File: config.mk
export PLATFORM = sky130hd
export DESIGN_NAME = e2e_multiframe_crc_sequence_checker_core
export DESIGN_NICKNAME = d
export VERILOG_FILES = /design/src/mfcrc_pkg.sv /design/src/mfcrc_in_stage.sv /design/src/mfcrc_check.sv /design/src/mfcrc_out_stage.sv /design/src/e2e_multiframe_crc_sequence_checker_core.sv
export SDC_FILE = /design/constraint.sdc
export NUM_CORES = 1
export LEC_CHECK = 0
export ABC_AREA = 1
export BUFFER_PORTS_ARGS = -buffer_cell sky130_fd_sc_hd__buf_2
export CELL_PAD_IN_SITES_DETAIL_PLACEMENT = 1
export CELL_PAD_IN_SITES_GLOBAL_PLACEMENT = 2
export CORE_MARGIN = 4
export CORE_UTILIZATION = 35
export DETAILED_ROUTE_END_ITERATION = 10
export PLACE_DENSITY_LB_ADDON = 0.05
export SYNTH_ARGS = -nofsm -noshare
export SYNTH_HDL_FRONTEND = slang
export SYNTH_HIERARCHICAL = 1
export SYNTH_SLANG_ARGS = --single-unit
File: constraint.sdc
create_clock -name i_clk -period 4.7 [get_ports i_clk]
set_clock_uncertainty 0.15 [all_clocks]
set_input_delay 0.235 -clock i_clk [delete_from_list [all_inputs] [get_ports i_clk]]
set_output_delay 0.235 -clock i_clk [all_outputs]
set_load 0.02 [all_outputs]
File: src/mfcrc_pkg.sv
package mfcrc_pkg;

    localparam int unsigned CRC_W  = 16;
    localparam int unsigned BYTE_W = 8;

    typedef enum logic [1:0] {
        FUNC_INIT,
        FUNC_HEADER,
        FUNC_DATA,
        FUNC_TRAILER
    } t_func;

    typedef enum logic [1:0] {
        CHK_INIT,
        CHK_PENDING,
        CHK_PASSED,
        CHK_FAILED
    } t_check;

    typedef enum logic [2:0] {
        STS_OK,
        STS_CRC_ERR,
        STS_WRONG_SEQ,
        STS_REPEATED,
        STS_SOME_LOST
    } t_status;

    typedef enum logic [1:0] {
        TRL_COUNTER,
        TRL_SPARE,
        TRL_CRC_LO,
        TRL_CRC_HI
    } t_trl_slot;

    typedef enum logic {
        REG_CRC_POLY,
        REG_CRC_INIT
    } t_reg_index;

    localparam logic [CRC_W-1:0]  CRC_POLY_RESET = 16'h1021;
    localparam logic [CRC_W-1:0]  CRC_INIT_RESET = 16'hFFFF;
    localparam logic [BYTE_W-1:0] CNT_MAX        = 8'hFF;

    typedef struct packed {
        t_func              func;
        logic [BYTE_W-1:0]  data_byte;
        logic               frame_first;
        logic               frame_last;
        logic [BYTE_W-1:0]  multiplexor;
    } t_item;

    typedef struct packed {
        t_status            status;
        t_check             check_result;
        logic [CRC_W-1:0]   computed_crc;
    } t_result;

    // msb-first crc over one byte, one shift per bit
    function automatic logic [CRC_W-1:0] crc_byte(
        input logic [CRC_W-1:0]  crc,
        input logic [BYTE_W-1:0] b,
        input logic [CRC_W-1:0]  poly
    );
        logic [CRC_W-1:0] v;
        v = crc ^ {b, {(CRC_W-BYTE_W){1'b0}}};
        for (int k = 0; k < BYTE_W; k++) begin
            if (v[CRC_W-1]) begin
                v = {v[CRC_W-2:0], 1'b0} ^ poly;
            end else begin
                v = {v[CRC_W-2:0], 1'b0};
            end
        end
        return v;
    endfunction

endpackage

File: src/mfcrc_in_stage.sv
module mfcrc_in_stage (
    input  logic                 i_clk,
    input  logic                 i_rst_n,
    input  logic                 i_in_valid,
    input  mfcrc_pkg::t_item     i_item,
    input  logic                 i_out_free,
    output logic                 o_in_stall,
    output logic                 o_go,
    output mfcrc_pkg::t_item     o_item
);

    logic             r_valid;
    logic             n_valid;
    mfcrc_pkg::t_item r_item;
    logic             w_accept;
    logic             w_makes_result;

    // only a closing trailer byte needs room in the result register
    assign w_makes_result = (r_item.func == mfcrc_pkg::FUNC_TRAILER) && r_item.frame_last;
    assign o_go           = r_valid && (!w_makes_result || i_out_free);
    assign o_in_stall     = r_valid && !o_go;
    assign w_accept       = i_in_valid && !o_in_stall;
    assign n_valid        = w_accept || (r_valid && !o_go);
    assign o_item         = r_item;

    always_ff @(posedge i_clk) begin
        if (!i_rst_n) begin
            r_valid <= 1'b0;
        end else begin
            r_valid <= n_valid;
        end
    end

    always_ff @(posedge i_clk) begin
        if (w_accept) begin
            r_item <= i_item;
        end
    end

endmodule

File: src/mfcrc_check.sv
module mfcrc_check (
    input  logic                           i_clk,
    input  logic                           i_rst_n,
    input  logic                           i_cfg_we,
    input  mfcrc_pkg::t_reg_index          i_cfg_index,
    input  logic [mfcrc_pkg::CRC_W-1:0]    i_cfg_data,
    input  logic                           i_go,
    input  mfcrc_pkg::t_item               i_item,
    output logic                           o_res_valid,
    output mfcrc_pkg::t_result             o_result
);

    logic [mfcrc_pkg::CRC_W-1:0]  r_crc_poly;
    logic [mfcrc_pkg::CRC_W-1:0]  r_crc_init;

    mfcrc_pkg::t_check            r_state,         n_state;
    logic                         r_header_seen,   n_header_seen;
    logic [mfcrc_pkg::BYTE_W-1:0] r_data_count,    n_data_count;
    logic [mfcrc_pkg::CRC_W-1:0]  r_running_crc,   n_running_crc;
    logic                         r_data_frame_ok, n_data_frame_ok;
    logic [1:0]                   r_trl_index,     n_trl_index;
    logic [mfcrc_pkg::BYTE_W-1:0] r_trl_counter,   n_trl_counter;
    logic [mfcrc_pkg::CRC_W-1:0]  r_trl_crc,       n_trl_crc;
    logic [mfcrc_pkg::BYTE_W-1:0] r_last_counter,  n_last_counter;
    logic                         r_first_trailer, n_first_trailer;
    mfcrc_pkg::t_status           r_status,        n_status;

    logic [mfcrc_pkg::CRC_W-1:0]  w_crc_base;
    logic [mfcrc_pkg::CRC_W-1:0]  w_crc_next;
    logic [1:0]                   w_trl_index;
    logic [mfcrc_pkg::BYTE_W-1:0] w_trl_counter;
    logic [mfcrc_pkg::CRC_W-1:0]  w_trl_crc;
    logic                         w_mux_follows;

    always_ff @(posedge i_clk) begin
        if (!i_rst_n) begin
            r_crc_poly <= mfcrc_pkg::CRC_POLY_RESET;
            r_crc_init <= mfcrc_pkg::CRC_INIT_RESET;
        end else if (i_cfg_we) begin
            case (i_cfg_index)
                mfcrc_pkg::REG_CRC_POLY: r_crc_poly <= i_cfg_data;
                mfcrc_pkg::REG_CRC_INIT: r_crc_init <= i_cfg_data;
                default: ;
            endcase
        end
    end

    assign w_crc_base = (i_item.func == mfcrc_pkg::FUNC_HEADER && i_item.frame_first) ?
                        r_crc_init : r_running_crc;
    assign w_crc_next = mfcrc_pkg::crc_byte(w_crc_base, i_item.data_byte, r_crc_poly);

    assign w_trl_index   = i_item.frame_first ? 2'd0 : r_trl_index;
    assign w_trl_counter = i_item.frame_first ? '0 : r_trl_counter;
    assign w_trl_crc     = i_item.frame_first ? '0 : r_trl_crc;

    assign w_mux_follows = ({1'b0, i_item.multiplexor} == ({1'b0, r_data_count} + 9'd1));

    // next state
    always_comb begin
        n_state         = r_state;
        n_header_seen   = r_header_seen;
        n_data_count    = r_data_count;
        n_running_crc   = r_running_crc;
        n_data_frame_ok = r_data_frame_ok;
        n_trl_index     = r_trl_index;
        n_trl_counter   = r_trl_counter;
        n_trl_crc       = r_trl_crc;
        n_last_counter  = r_last_counter;
        n_first_trailer = r_first_trailer;
        n_status        = r_status;
        if (i_go) begin
            case (i_item.func)
                mfcrc_pkg::FUNC_INIT: begin
                    n_header_seen   = 1'b0;
                    n_data_count    = '0;
                    n_running_crc   = '0;
                    n_data_frame_ok = 1'b0;
                    n_trl_index     = 2'd0;
                    n_state         = mfcrc_pkg::CHK_INIT;
                end
                mfcrc_pkg::FUNC_HEADER: begin
                    if (i_item.frame_first) begin
                        n_header_seen   = 1'b1;
                        n_data_count    = '0;
                        n_data_frame_ok = 1'b0;
                        n_trl_index     = 2'd0;
                        n_state         = mfcrc_pkg::CHK_PENDING;
                    end
                    n_running_crc = w_crc_next;
                end
                mfcrc_pkg::FUNC_DATA: begin
                    if (i_item.frame_first) begin
                        n_data_frame_ok = 1'b0;
                        if (r_state == mfcrc_pkg::CHK_PENDING) begin
                            if (!r_header_seen) begin
                                n_state = mfcrc_pkg::CHK_FAILED;
                            end else if (r_data_count != '0 && !w_mux_follows) begin
                                n_state = mfcrc_pkg::CHK_FAILED;
                            end else begin
                                n_data_frame_ok = 1'b1;
                                n_data_count    = i_item.multiplexor;
                            end
                        end
                    end
                    if (n_data_frame_ok) begin
                        n_running_crc = w_crc_next;
                    end
                end
                mfcrc_pkg::FUNC_TRAILER: begin
                    n_trl_counter = w_trl_counter;
                    n_trl_crc     = w_trl_crc;
                    case (mfcrc_pkg::t_trl_slot'(w_trl_index))
                        mfcrc_pkg::TRL_COUNTER: n_trl_counter = i_item.data_byte;
                        mfcrc_pkg::TRL_CRC_LO:  n_trl_crc = {w_trl_crc[15:8], i_item.data_byte};
                        mfcrc_pkg::TRL_CRC_HI:  n_trl_crc = {i_item.data_byte, w_trl_crc[7:0]};
                        default: ;
                    endcase
                    n_trl_index = w_trl_index + 2'd1;
                    if (i_item.frame_last) begin
                        if (r_state == mfcrc_pkg::CHK_PENDING) begin
                            if (!r_header_seen) begin
                                n_state = mfcrc_pkg::CHK_FAILED;
                            end else if (r_running_crc != n_trl_crc) begin
                                n_state  = mfcrc_pkg::CHK_FAILED;
                                n_status = mfcrc_pkg::STS_CRC_ERR;
                            end else if (r_first_trailer) begin
                                n_first_trailer = 1'b0;
                                n_state         = mfcrc_pkg::CHK_PASSED;
                                n_status        = mfcrc_pkg::STS_OK;
                            end else if (r_last_counter > n_trl_counter &&
                                         r_last_counter != mfcrc_pkg::CNT_MAX) begin
                                n_state  = mfcrc_pkg::CHK_FAILED;
                                n_status = mfcrc_pkg::STS_WRONG_SEQ;
                            end else if (r_last_counter == n_trl_counter) begin
                                n_state  = mfcrc_pkg::CHK_FAILED;
                                n_status = mfcrc_pkg::STS_REPEATED;
                            end else if (r_last_counter + 8'd1 != n_trl_counter) begin
                                n_state  = mfcrc_pkg::CHK_FAILED;
                                n_status = mfcrc_pkg::STS_SOME_LOST;
                            end else begin
                                n_state  = mfcrc_pkg::CHK_PASSED;
                                n_status = mfcrc_pkg::STS_OK;
                            end
                        end
                        n_last_counter = n_trl_counter;
                    end
                end
                default: ;
            endcase
        end
    end

    // result
    always_comb begin
        o_res_valid           = i_go && (i_item.func == mfcrc_pkg::FUNC_TRAILER) &&
                                i_item.frame_last;
        o_result.status       = n_status;
        o_result.check_result = n_state;
        o_result.computed_crc = r_running_crc;
    end

    always_ff @(posedge i_clk) begin
        if (!i_rst_n) begin
            r_state         <= mfcrc_pkg::CHK_INIT;
            r_header_seen   <= 1'b0;
            r_data_count    <= '0;
            r_running_crc   <= '0;
            r_data_frame_ok <= 1'b0;
            r_trl_index     <= 2'd0;
            r_trl_counter   <= '0;
            r_trl_crc       <= '0;
            r_last_counter  <= '0;
            r_first_trailer <= 1'b1;
            r_status        <= mfcrc_pkg::STS_OK;
        end else begin
            r_state         <= n_state;
            r_header_seen   <= n_header_seen;
            r_data_count    <= n_data_count;
            r_running_crc   <= n_running_crc;
            r_data_frame_ok <= n_data_frame_ok;
            r_trl_index     <= n_trl_index;
            r_trl_counter   <= n_trl_counter;
            r_trl_crc       <= n_trl_crc;
            r_last_counter  <= n_last_counter;
            r_first_trailer <= n_first_trailer;
            r_status        <= n_status;
        end
    end

endmodule

File: src/mfcrc_out_stage.sv
module mfcrc_out_stage (
    input  logic                 i_clk,
    input  logic                 i_rst_n,
    input  logic                 i_load,
    input  mfcrc_pkg::t_result   i_result,
    input  logic                 i_out_stall,
    output logic                 o_free,
    output logic                 o_out_valid,
    output mfcrc_pkg::t_result   o_result
);

    logic               r_valid;
    logic               n_valid;
    mfcrc_pkg::t_result r_result;

    assign o_free      = !r_valid || !i_out_stall;
    assign n_valid     = i_load || (r_valid && i_out_stall);
    assign o_out_valid = r_valid;
    assign o_result    = r_result;

    always_ff @(posedge i_clk) begin
        if (!i_rst_n) begin
            r_valid <= 1'b0;
        end else begin
            r_valid <= n_valid;
        end
    end

    always_ff @(posedge i_clk) begin
        if (i_load) begin
            r_result <= i_result;
        end
    end

endmodule

File: src/e2e_multiframe_crc_sequence_checker_core.sv
// multi-frame end-to-end checker: msb-first crc-16 plus a trailer counter
//
// input channel: one byte per transfer on i_in_valid / o_in_stall, tagged
// by i_in_func (init, header, data, trailer) with first/last frame marks
// and the data frame multiplexor. output channel: one result per closing
// trailer byte on o_out_valid / i_out_stall with status, check state and
// the crc computed over header and accepted data bytes.
// config: i_cfg_valid / o_cfg_ready write channel, index 0 polynomial,
// index 1 crc start value; always ready, write only while idle.
//
// path: a byte enters the input register and is evaluated combinationally
// there; when it moves on, the check state registers update and a closing
// trailer byte's result is loaded into the result register.
// throughput: one byte per cycle unless a closing trailer byte waits on a
// held result; eight unrolled and/xor shift steps update the running crc.
// reset: clears both stages and the check state, loads polynomial 0x1021
// and start value 0xffff.
// stall: a held result stops the next closing trailer byte in the input
// register and the bytes behind it; earlier bytes flow while it waits.
module e2e_multiframe_crc_sequence_checker_core (
    input  logic        i_clk,
    input  logic        i_rst_n,
    input  logic        i_in_valid,
    output logic        o_in_stall,
    input  logic [1:0]  i_in_func,
    input  logic [7:0]  i_in_data_byte,
    input  logic        i_in_frame_first,
    input  logic        i_in_frame_last,
    input  logic [7:0]  i_in_multiplexor,
    output logic        o_out_valid,
    input  logic        i_out_stall,
    output logic [2:0]  o_out_status,
    output logic [1:0]  o_out_check_result,
    output logic [15:0] o_out_computed_crc,
    input  logic        i_cfg_valid,
    output logic        o_cfg_ready,
    input  logic        i_cfg_index,
    input  logic [15:0] i_cfg_data
);

    mfcrc_pkg::t_item   w_in_item;
    mfcrc_pkg::t_item   w_stage_item;
    mfcrc_pkg::t_result w_result;
    mfcrc_pkg::t_result w_out_result;
    logic               w_go;
    logic               w_out_free;
    logic               w_res_valid;

    assign o_cfg_ready = 1'b1;

    assign w_in_item.func        = mfcrc_pkg::t_func'(i_in_func);
    assign w_in_item.data_byte   = i_in_data_byte;
    assign w_in_item.frame_first = i_in_frame_first;
    assign w_in_item.frame_last  = i_in_frame_last;
    assign w_in_item.multiplexor = i_in_multiplexor;

    mfcrc_in_stage u_in_stage (
        .i_clk      (i_clk),
        .i_rst_n    (i_rst_n),
        .i_in_valid (i_in_valid),
        .i_item     (w_in_item),
        .i_out_free (w_out_free),
        .o_in_stall (o_in_stall),
        .o_go       (w_go),
        .o_item     (w_stage_item)
    );

    mfcrc_check u_check (
        .i_clk       (i_clk),
        .i_rst_n     (i_rst_n),
        .i_cfg_we    (i_cfg_valid && o_cfg_ready),
        .i_cfg_index (mfcrc_pkg::t_reg_index'(i_cfg_index)),
        .i_cfg_data  (i_cfg_data),
        .i_go        (w_go),
        .i_item      (w_stage_item),
        .o_res_valid (w_res_valid),
        .o_result    (w_result)
    );

    mfcrc_out_stage u_out_stage (
        .i_clk       (i_clk),
        .i_rst_n     (i_rst_n),
        .i_load      (w_res_valid),
        .i_result    (w_result),
        .i_out_stall (i_out_stall),
        .o_free      (w_out_free),
        .o_out_valid (o_out_valid),
        .o_result    (w_out_result)
    );

    assign o_out_status       = w_out_result.status;
    assign o_out_check_result = w_out_result.check_result;
    assign o_out_computed_crc = w_out_result.computed_crc;

endmodule

==> results of run 1 <==
Yosys cell counts (7+ instances only):
library cell and n:
nand2_1 358, inv_1 208, nand3_1 146, dfxtp_1 100, a21oi_1 79, o21ai_0 71
xor2_1 57, nor2_1 52, edfxtp_1 41, clkbuf_1 39, xnor2_1 28, ha_1 17
o211ai_1 15, o22ai_1 12, buf_2 8, buf_4 8, nand2_2 8, nor4_1 7
o31ai_1 7, or2_2 7
through the flow:
step | utilization, % | power [mW]
floorplan | - | 2.425
global placement | 38.37 | 2.775
detailed placement | 38.37 | 2.797
CTS | 42.19 | 4.200
global route | 42.46 | 4.481
finish | 42.46 | 4.186
layer usage:
metal	global-route usage, %	vias to the layer above
met5	0	-
met3	2.725	14
met4	3.920	0
li1	-	4457
met1	28.46	4245
met2	37.26	115
cell type report:
| type | count | area, um2 |
|---|---|---|
| clock buffers | 18 | 450.4 |
| clock inverters | 14 | 137.6 |
| fillers | 3240 | 14620 |
| inverters | 213 | 803.3 |
| multi-input cells | 919 | 4810 |
| flip-flops and latches | 141 | 3233 |
| well taps | 330 | 412.9 |
| repair buffers | 132 | 937.1 |
logic make-up after synthesis:
family                     Yosys count
xor gates and xnor gates            85
DFF                                141
muxes                                2
adders and majority gates           17
other                                1
and+or+nand+nor                    607
AOI/OAI and AO/OA                  207
buffers and inverters              276
power breakdown:
part / total, mW / leakage (nW) / switching [mW] / internal [mW]
clock network: 1.36 / 0.292 / 0.624 / 0.737
registers: 1.38 / 1.18 / 0.0706 / 1.31
logic: 1.44 / 3.70 / 0.954 / 0.487
worst min-delay path by stage:
stage | slack [ns] | from | cells past startpoint | to
6_report | 0.08 | i_cfg_index | 3 | u_check/r_crc_poly[5]
5_1_grt | 0.11 | i_cfg_index | 3 | u_check/r_crc_poly[5]
4_1_cts | 0.07 | i_cfg_index | 3 | u_check/r_crc_poly[5]
3_5_place_dp | 0.26 | i_in_multiplexor[7] | 1 | u_in_stage/o_item[7]
3_3_place_gp | 0.26 | i_in_data_byte[4] | 1 | u_in_stage/o_item[14]
2_1_floorplan | 0.18 | i_in_multiplexor[0] | 0 | u_in_stage/o_item[0]
worst reg2reg max path: cells and delay by family, from the launching register on:
kind | cells | cell delay [ns]
flip-flops | 1 | 0.44
adder cells (fa/ha/maj) | 1 | 0.25
buffers and inverters | 4 | 0.67
AO/OA/AOI/OAI | 2 | 0.28
AND/OR/NAND/NOR | 19 | 2.26
repair_timing:
item | in CTS | in global routing
hold buffers | 38 | 0
setup buffers | 0 | 3
endpoints found under the setup margin | 0 | 17
gates resized for setup | 0 | 11
endpoints found under the hold margin | 49 | 0
flip-flops by register name (all words and copies together) (netlist names):
register / count
u_check/r_crc_init: 16
u_check/r_crc_poly: 16
u_check/r_data_count: 8
u_check/r_data_frame_ok: 1
u_check/r_first_trailer: 1
u_check/r_header_seen: 1
u_check/r_last_counter: 8
u_check/r_running_crc: 16
u_check/r_state: 2
u_check/r_status: 3
u_check/r_trl_counter: 8
u_check/r_trl_crc: 16
u_check/r_trl_index: 2
u_in_stage/o_item: 20
u_in_stage/r_valid: 1
u_out_stage/o_out_valid: 1
u_out_stage/o_result: 21
==> summary.txt, run 1 <==
Yosys
  • Largest cells by area after synthesis: dfxtp_1, nand2_1, edfxtp_1, inv_1, nand3_1
  • Yosys reg bits: 141
  • Part of the Yosys area used for sequential elements: 35.40%
  • Synth Area in Compound Gates: 12.77%
  • Ys flop type: dfxtp_1
  • Net count after synthesis: 1395
  • Post-synthesis xor/xnor area fraction: 8.152%
  • Ys Warns: 6
  • Gate Count Post-Synth: 1336
  • Syn avg cell area: 6.836 um2
  • Simple logic cell fraction of the synthesized area: 28.81%
  • Synthesized area: 0.009133 mm2
  • Number of synthesized flops with an enable pin: 41
  • Area leader, netlist: dfxtp_1
  • Top-area cell type share of the netlist area: 21.92%
  • Largest family of logic cells by synthesized area: simple AND/OR/NAND/NOR gates
  • Netlist cell types: 47
  • Mux cell area share after synthesis: 0.2192%
  • Adder-cell share of the synthesized area: 2.329%
  • Async S/R FF share, synth: 0%

Detailed routing
  • DRC: 0
  • Drt first pass iters: 4
  • Vias per cell: 4.998
  • Detail Route met3 WL: 798 um
  • Antenna viol nets, final: 0
  • Detailed Route Iter0 Violations: 383
  • M1 WL: 14370 um
  • Top sig layer: met4
  • DR WL/cell: 17.19 um
  • Routed wire length: 30370 um
  • Wire length on met2: 14930 um
  • Via count: 8831

Floorplan
  • Die Ht: 169.5 um
  • DIE AREA: 0.02874 mm2
  • Ports: 66
  • Core area: 0.02540 mm2
  • Starting Density: 35.96%
  • Die width: 169.5 um
  • Row cnt: 58

Power
  • Peak VDD IR: 181.2 uV
  • Cell Pwr Density: 388.2 mW/mm2
  • Leakage power: 5.171 nW

GRT
  • First-pass GRT wire length: 48180 um
  • Largest net degree at the start of global routing: 45
  • Grt ovf: 0
  • Initial antenna violation count: 0
  • GRT Total Usage: 21.28%
  • Number of global-route vias before repair: 8609

Timing
  • RSZ-0062 raised after global routing: no
  • Slew Viols, Final: 0
  • Minimum clock period: 4.164 ns
  • Max_slew headroom: 35.00%
  • Final setup vio count: 0
  • Final Cycle Share: 88.59%
  • Worst hold margin: 0.08117 ns
  • Setup_tns: 0 ns
  • Fmax: 240.2 MHz
  • Worst-margin pin slew: 0.9739 ns
  • Worst Setup Slack, final: 0.5364 ns
  • Final Hold Fails: 0

Worst setup path
  • Slowest stage cell on the critical path: edfxtp_1
  • Crit path max fanout: 19
  • CP required: 4.83 ns
  • Worst Path Buf+Inv: 4
  • Register-to-Register Path Depth: 26
  • Reg2reg start: u_in_stage/o_item[19]
  • Critical path depth: 26
  • Crit Path Class: flip-flop to flip-flop
  • Crit-path leading delay family: simple AND/OR/NAND/NOR gates
  • Crit path DAT: 4.30 ns
  • CP Launch Point: u_in_stage/o_item[19]
  • Setup crit end kind: flip-flop
  • R2r endpoint: u_check/r_running_crc[2]
  • Startpoint types: flip-flop
  • Cell mode on critical path: nand2_1
  • Reg2Reg Setup Slack: 0.54 ns
  • Setup crit end: u_check/r_running_crc[2]
  • Worst path max stage delay: 0.44 ns

Final layout
  • Ant. Diodes: 0
  • Commonest non-fill, non-tap cells in the layout: nand2_1, inv_1, nand3_1
  • Finished layout cell area: 0.01078 mm2
  • Non-Filler Instances: 1767
  • Nets: 1483
  • Commonest non-fill, non-tap cell in the layout: nand2_1
  • Area grow syn2layout: 18.08%
  • Share of cells above drive strength 1: 11.41%

CTS
  • Reg clk slew, reported paths: 0.07 ns
  • TritonCTS clock tree: yes
  • Clk root buf: clkbuf_16
  • H-tree Lvls: 4
  • Clk sinks: 141
  • Clock Path Buffers: 2
  • Num CTS Buffers: 17
  • Clock latency on the worst-skew pair: 0.43 ns

Run
  • Max_cap viols: 0

Placement
  • I/O Buffers: 64
  • Dpl cell area: 0.009747 mm2
  • Placed cells: 1694
  • Pre-CTS worst setup slack: 0.3483 ns
  • Final Wtd Congestion: 0.8139
  • Hpwl dp: 23020 um

Worst hold path
  • Hold Path Class: input port to flip-flop

Run status
  • Status: finished, final reports clean
No activity file was read; power rests on OpenSTA's default activity.
==> run 2, diff against run 1 <==
--- a/config.mk
+++ b/config.mk
@@ -10,7 +10,7 @@
 export CELL_PAD_IN_SITES_DETAIL_PLACEMENT = 1
 export CELL_PAD_IN_SITES_GLOBAL_PLACEMENT = 2
 export CORE_MARGIN = 4
-export CORE_UTILIZATION = 35
+export CORE_UTILIZATION = 30
 export DETAILED_ROUTE_END_ITERATION = 10
 export PLACE_DENSITY_LB_ADDON = 0.05
 export SYNTH_ARGS = -nofsm -noshare
==> run 2 against run 1 <==
Against the previous run: power rose by 0.67%; via count fell by 2.5%; final cell count rose by 3.2%; global-route usage fell by 2.5 points; setup slack got worse by 0.10 ns; cell area rose by 0.51%; critical path depth rose by 4; highest routed layer unchanged.
==> summary.txt, run 2 (same netlist as run 1, synthesis figures left out) <==
Final layout
  • Max FFs per register: 21
  • Share of cells above drive strength 1: 11.10%
  • Commonest non-fill, non-tap cells in the layout: nand2_1, inv_1, nand3_1
  • Nets: 1479
  • Area grow syn2layout: 18.69%
  • Ant. Diodes: 0
  • Commonest non-fill, non-tap cell in the layout: nand2_1

Detailed routing
  • Routed wire length: 31450 um
  • Drt first pass iters: 4
  • Via count: 8612
  • DR WL/cell: 17.25 um
  • DRC: 0
  • Vias per cell: 4.724
  • Detailed Route Iter0 Violations: 292
  • Antenna viol nets, final: 0

CTS
  • Reg clk slew, reported paths: 0.06 ns
  • Num CTS Buffers: 17
  • Clock Path Buffers: 2
  • Clk root buf: clkbuf_16
  • # Post-CTS Setup Buffers: 0
  • Clock latency on the worst-skew pair: 0.42 ns
  • TritonCTS clock tree: yes
  • Clk sinks: 141
  • H-tree Lvls: 4

Worst setup path
  • Worst Path Buf+Inv: 5
  • Crit path DAT: 4.47 ns
  • Crit-path leading delay family: simple AND/OR/NAND/NOR gates
  • Worst path max stage delay: 0.43 ns
  • Crit path max fanout: 19
  • Setup crit end kind: flip-flop
  • Slowest stage cell on the critical path: edfxtp_1
  • Critical path depth: 30
  • CP required: 4.90 ns
  • Register-to-Register Path Depth: 30
  • Crit Path Class: flip-flop to flip-flop
  • Startpoint types: flip-flop
  • Cell mode on critical path: nand2_1

Floorplan
  • Row cnt: 63
  • Starting Density: 30.65%
  • Die Ht: 182.5 um
  • Die width: 182.5 um
  • DIE AREA: 0.03330 mm2
  • Ports: 66
  • Core area: 0.02980 mm2

GRT
  • Initial antenna violation count: 0
  • Grt ovf: 0
  • Number of global-route vias before repair: 8632
  • First-pass GRT wire length: 49290 um
  • GRT Total Usage: 18.79%
  • Largest net degree at the start of global routing: 45

Placement
  • Pre-CTS worst setup slack: 0.1404 ns
  • Final Wtd Congestion: 0.8010
  • I/O Buffers: 64
  • Hpwl dp: 24100 um

Timing
  • Max_slew headroom: 35.14%
  • RSZ-0062 raised after global routing: no
  • Minimum clock period: 4.266 ns
  • Setup_tns: 0 ns
  • Slew Viols, Final: 0
  • Worst-margin pin slew: 0.9718 ns
  • Fmax: 234.4 MHz
  • Final Cycle Share: 90.78%
  • Final Hold Fails: 0
  • Worst Setup Slack, final: 0.4336 ns
  • Final setup vio count: 0

Power
  • Cell Pwr Density: 388.8 mW/mm2
  • Peak VDD IR: 167.0 uV
  • Leakage power: 5.128 nW

Run status
  • Status: finished, final reports clean

Run
  • Max_cap viols: 0

Worst hold path
  • Hold Path Class: input port to flip-flop
  • Worst hold stages: 3
[run 2: worst paths after layout]
check,end,startpoint,slack [ns]
min,u_check/r_crc_poly[0],i_cfg_index,0.13
max reg2reg,u_check/r_running_crc[3],u_in_stage/o_item[19],0.43
max,u_check/r_running_crc[3],u_in_stage/o_item[19],0.43
min reg2reg,u_check/r_data_frame_ok,u_check/r_data_frame_ok,0.32
[run 2: metrics by stage]
step / std cells / power, mW / hold WS [ns] / utilization [%] / area, um2
detailed placement: 1753 / 2.839 / 0.2637 / 32.99 / 9831
floorplan: 1336 / 2.425 / 0.1839 / - / 9133
finish: 1823 / 4.214 / 0.1296 / 36.38 / 10840
global placement: 1753 / 2.817 / 0.2622 / 32.99 / 9831
global route: 1823 / 4.505 / 0.1439 / 36.38 / 10840
CTS: 1823 / 4.274 / 0.1200 / 36.28 / 10810
[run 2: cell type report]
type | instances | area (um2)
clock buffer | 17 | 425.4
tap | 390 | 488.0
inverter | 213 | 803.3
clock inverter | 15 | 172.7
multi-input combinational | 919 | 4797
fill | 3812 | 18960
timing repair buffer | 128 | 919.6
sequential | 141 | 3233
[run 2: worst register-to-register path, delay by kind of cell (launching register included)]
family	cells	cell delay, ns
flops	1	0.43
compound gates	1	0.13
buf+inv	5	0.64
simple gates	23	2.60
fa+ha+maj	1	0.27
[run 2: where the power goes]
| group | internal (mW) | switching, mW |
|---|---|---|
| Combinational | 0.484 | 0.958 |
| Sequential | 1.31 | 0.0738 |
| Clock | 0.832 | 0.553 |
| Total | 2.63 | 1.59 |
[run 2: metal layers]
layer,GRT usage (%),part of all wire [%],up-vias
li1,-,-,4440
met1,24.43,48,4090
met2,33.49,50,63
met3,2.153,1.4,19
met4,4.083,1.1,0
met5,0,0,-
[run 2: timing repair]
action / CTS / global route
endpoints found under the setup margin: 0 / 16
endpoints found under the hold margin: 48 / 0
resized for setup: 0 / 8
hold buffers: 38 / 0
==> run 3, diff against run 2 <==
--- a/config.mk
+++ b/config.mk
@@ -12,6 +12,7 @@
 export CORE_MARGIN = 4
 export CORE_UTILIZATION = 30
 export DETAILED_ROUTE_END_ITERATION = 10
+export GPL_TIMING_DRIVEN = 0
 export PLACE_DENSITY_LB_ADDON = 0.05
 export SYNTH_ARGS = -nofsm -noshare
 export SYNTH_HDL_FRONTEND = slang
==> run 3 against run 2 <==
Against the previous run: combinational power rose by 5%; power rose by 2.0%; core utilization rose by 0.75 points; die area did not move; setup slack got worse by 0.12 ns; critical path depth fell by 15; via count rose by 3.3%; routed wire length rose by 5.0%; sequential cell count did not move; sequential share of layout area fell by 0.60 points; sequential power barely moved; final cell count rose by 2.2%.
==> summary.txt, run 3 (same netlist as run 1, synthesis figures left out) <==
Run status
  • Status: finished, final reports clean

Worst setup path
  • Crit path DAT: 4.58 ns
  • Reg2reg start: u_check/r_data_count[0]
  • Register-to-Register Path Depth: 15
  • CP Launch Point: u_check/r_data_count[0]
  • Setup crit end kind: flip-flop
  • Startpoint types: flip-flop
  • CP required: 4.90 ns
  • Crit Path Class: flip-flop to flip-flop
  • Crit path max fanout: 10

Floorplan
  • Die Ht: 182.5 um
  • Ports: 66
  • Starting Density: 30.65%
  • Row cnt: 63
  • Die width: 182.5 um
  • DIE AREA: 0.03330 mm2
  • Core area: 0.02980 mm2

GRT
  • Initial antenna violation count: 0
  • Grt ovf: 0
  • GRT Total Usage: 19.99%
  • Number of global-route vias before repair: 9022
  • First-pass GRT wire length: 51960 um
  • Largest net degree at the start of global routing: 25

CTS
  • TritonCTS clock tree: yes
  • Clk sinks: 141
  • Clk root buf: clkbuf_16
  • Clock latency on the worst-skew pair: 0.43 ns
  • Num CTS Buffers: 17
  • H-tree Lvls: 4
  • Clock Path Buffers: 2
  • Reg clk slew, reported paths: 0.06 ns

Worst hold path
  • Worst hold stages: 3
  • Worst hold start: i_cfg_data[15]
  • Hold Path Class: input port to flip-flop

Run
  • Max_cap viols: 0

Detailed routing
  • Detailed Route Iter0 Violations: 321
  • Via count: 8896
  • Vias per cell: 4.773
  • Drt first pass iters: 4
  • Routed wire length: 33020 um
  • Antenna viol nets, final: 0
  • DRC: 0
  • DR WL/cell: 17.72 um

Timing
  • Final Cycle Share: 93.25%
  • Slew Viols, Final: 0
  • RSZ-0062 raised after global routing: yes
  • Fmax: 228.2 MHz
  • Final setup vio count: 0
  • Final Hold Fails: 0
  • Max_slew headroom: 26.70%
  • Minimum clock period: 4.383 ns
  • Worst-margin pin slew: 1.098 ns

Power
  • Peak VDD IR: 203.0 uV
  • Power Total: 4.299 mW
  • Cell Pwr Density: 388.6 mW/mm2
  • Leakage power: 5.212 nW

Placement
  • I/O Buffers: 64
  • Final Wtd Congestion: 0.8308
  • Dpl cell area: 0.009941 mm2
  • Hpwl dp: 26060 um

Final layout
  • Commonest non-fill, non-tap cell in the layout: nand2_1
  • Commonest non-fill, non-tap cells in the layout: nand2_1, inv_1, nand3_1
  • Max FFs per register: 21
  • Finished layout cell area: 0.01106 mm2
  • Nets: 1520
  • Ant. Diodes: 0
  • Area grow syn2layout: 21.13%
  • Share of cells above drive strength 1: 11.33%
-- run 3: cell types whose count changed in the layout (fill, tap and decap cells not counted), sizes merged --
cell / previous run / this run
clkinvlp: 5 / 1
inv: 212 / 215
buf: 90 / 91
clkinv: 8 / 3
clkbuf: 17 / 63
-- run 3: through the flow --
| step | cells | setup WS (ns) | setup TNS (ns) | hold WS [ns] | util, % |
|---|---|---|---|---|---|
| after global routing | 1864 | -0.01263 | -0.01263 | 0.03345 | 37.13 |
| after CTS | 1860 | 0.009408 | 0 | 0.02038 | 36.75 |
| after floorplan | 1336 | 1.052 | 0 | 0.1839 | - |
| after detailed placement | 1790 | -0.1701 | -0.3995 | 0.2641 | 33.36 |
| final | 1864 | 0.3172 | 0 | 0.02367 | 37.13 |
| after global placement | 1790 | -0.1872 | -0.4304 | 0.2611 | 33.36 |
-- run 3: final timing paths --
kind                                    end  slack [ns]
setup / recovery  u_check/r_running_crc[14]        0.32
hold / removal       u_check/r_crc_init[15]        0.02
setup reg to reg  u_check/r_running_crc[14]        0.32
hold reg to reg     u_check/r_data_frame_ok        0.32
-- run 3: routing by layer --
metal  track usage, %  share of wire (%)  wire (um)
met1            24.89                 45      14850
met2            37.24                 52      17140
met3            2.093                1.8        591
met4            4.113                1.3        434
met5                0                  0          0
-- run 3: layout make-up --
cell class,count,area (um2)
fill,3760,18730
multi-input combinational,919,4857
sequential,141,3233
inverter,213,803.3
timing repair buffer,106,730.7
tap,390,488.0
clock buffer,23,479.2
buffer,63,340.3
clock inverter,9,130.1
-- run 3: timing repair --
item / in CTS / in global routing
setup buffers: 0 / 4
hold buffers: 38 / 0
setup endpoints to repair: 5 / 19
pin swaps: 0 / 1
endpoints found under the hold margin: 46 / 0
gates resized for setup: 4 / 24
-- run 3: power breakdown --
part           internal (mW)  switching (mW)
registers               1.31          0.0498
logic                  0.506            1.01
clock network          0.884           0.538
-- run 3: worst max-delay path: stages, from the launching register on --
cell	delay [ns]
dfxtp_1	0.36
inv_1	0.10
ha_1	0.31
or2_2	0.30
a22oi_1	0.20
nand3_1	0.10
nor4_1	0.22
o2111ai_1	0.15
o21ai_0	0.26
nand3_1	0.20
o21ai_0	0.26
o21ai_1	0.28
nor2_2	0.49
clkbuf_1	0.48
nand3_1	0.27
a21oi_1	0.17
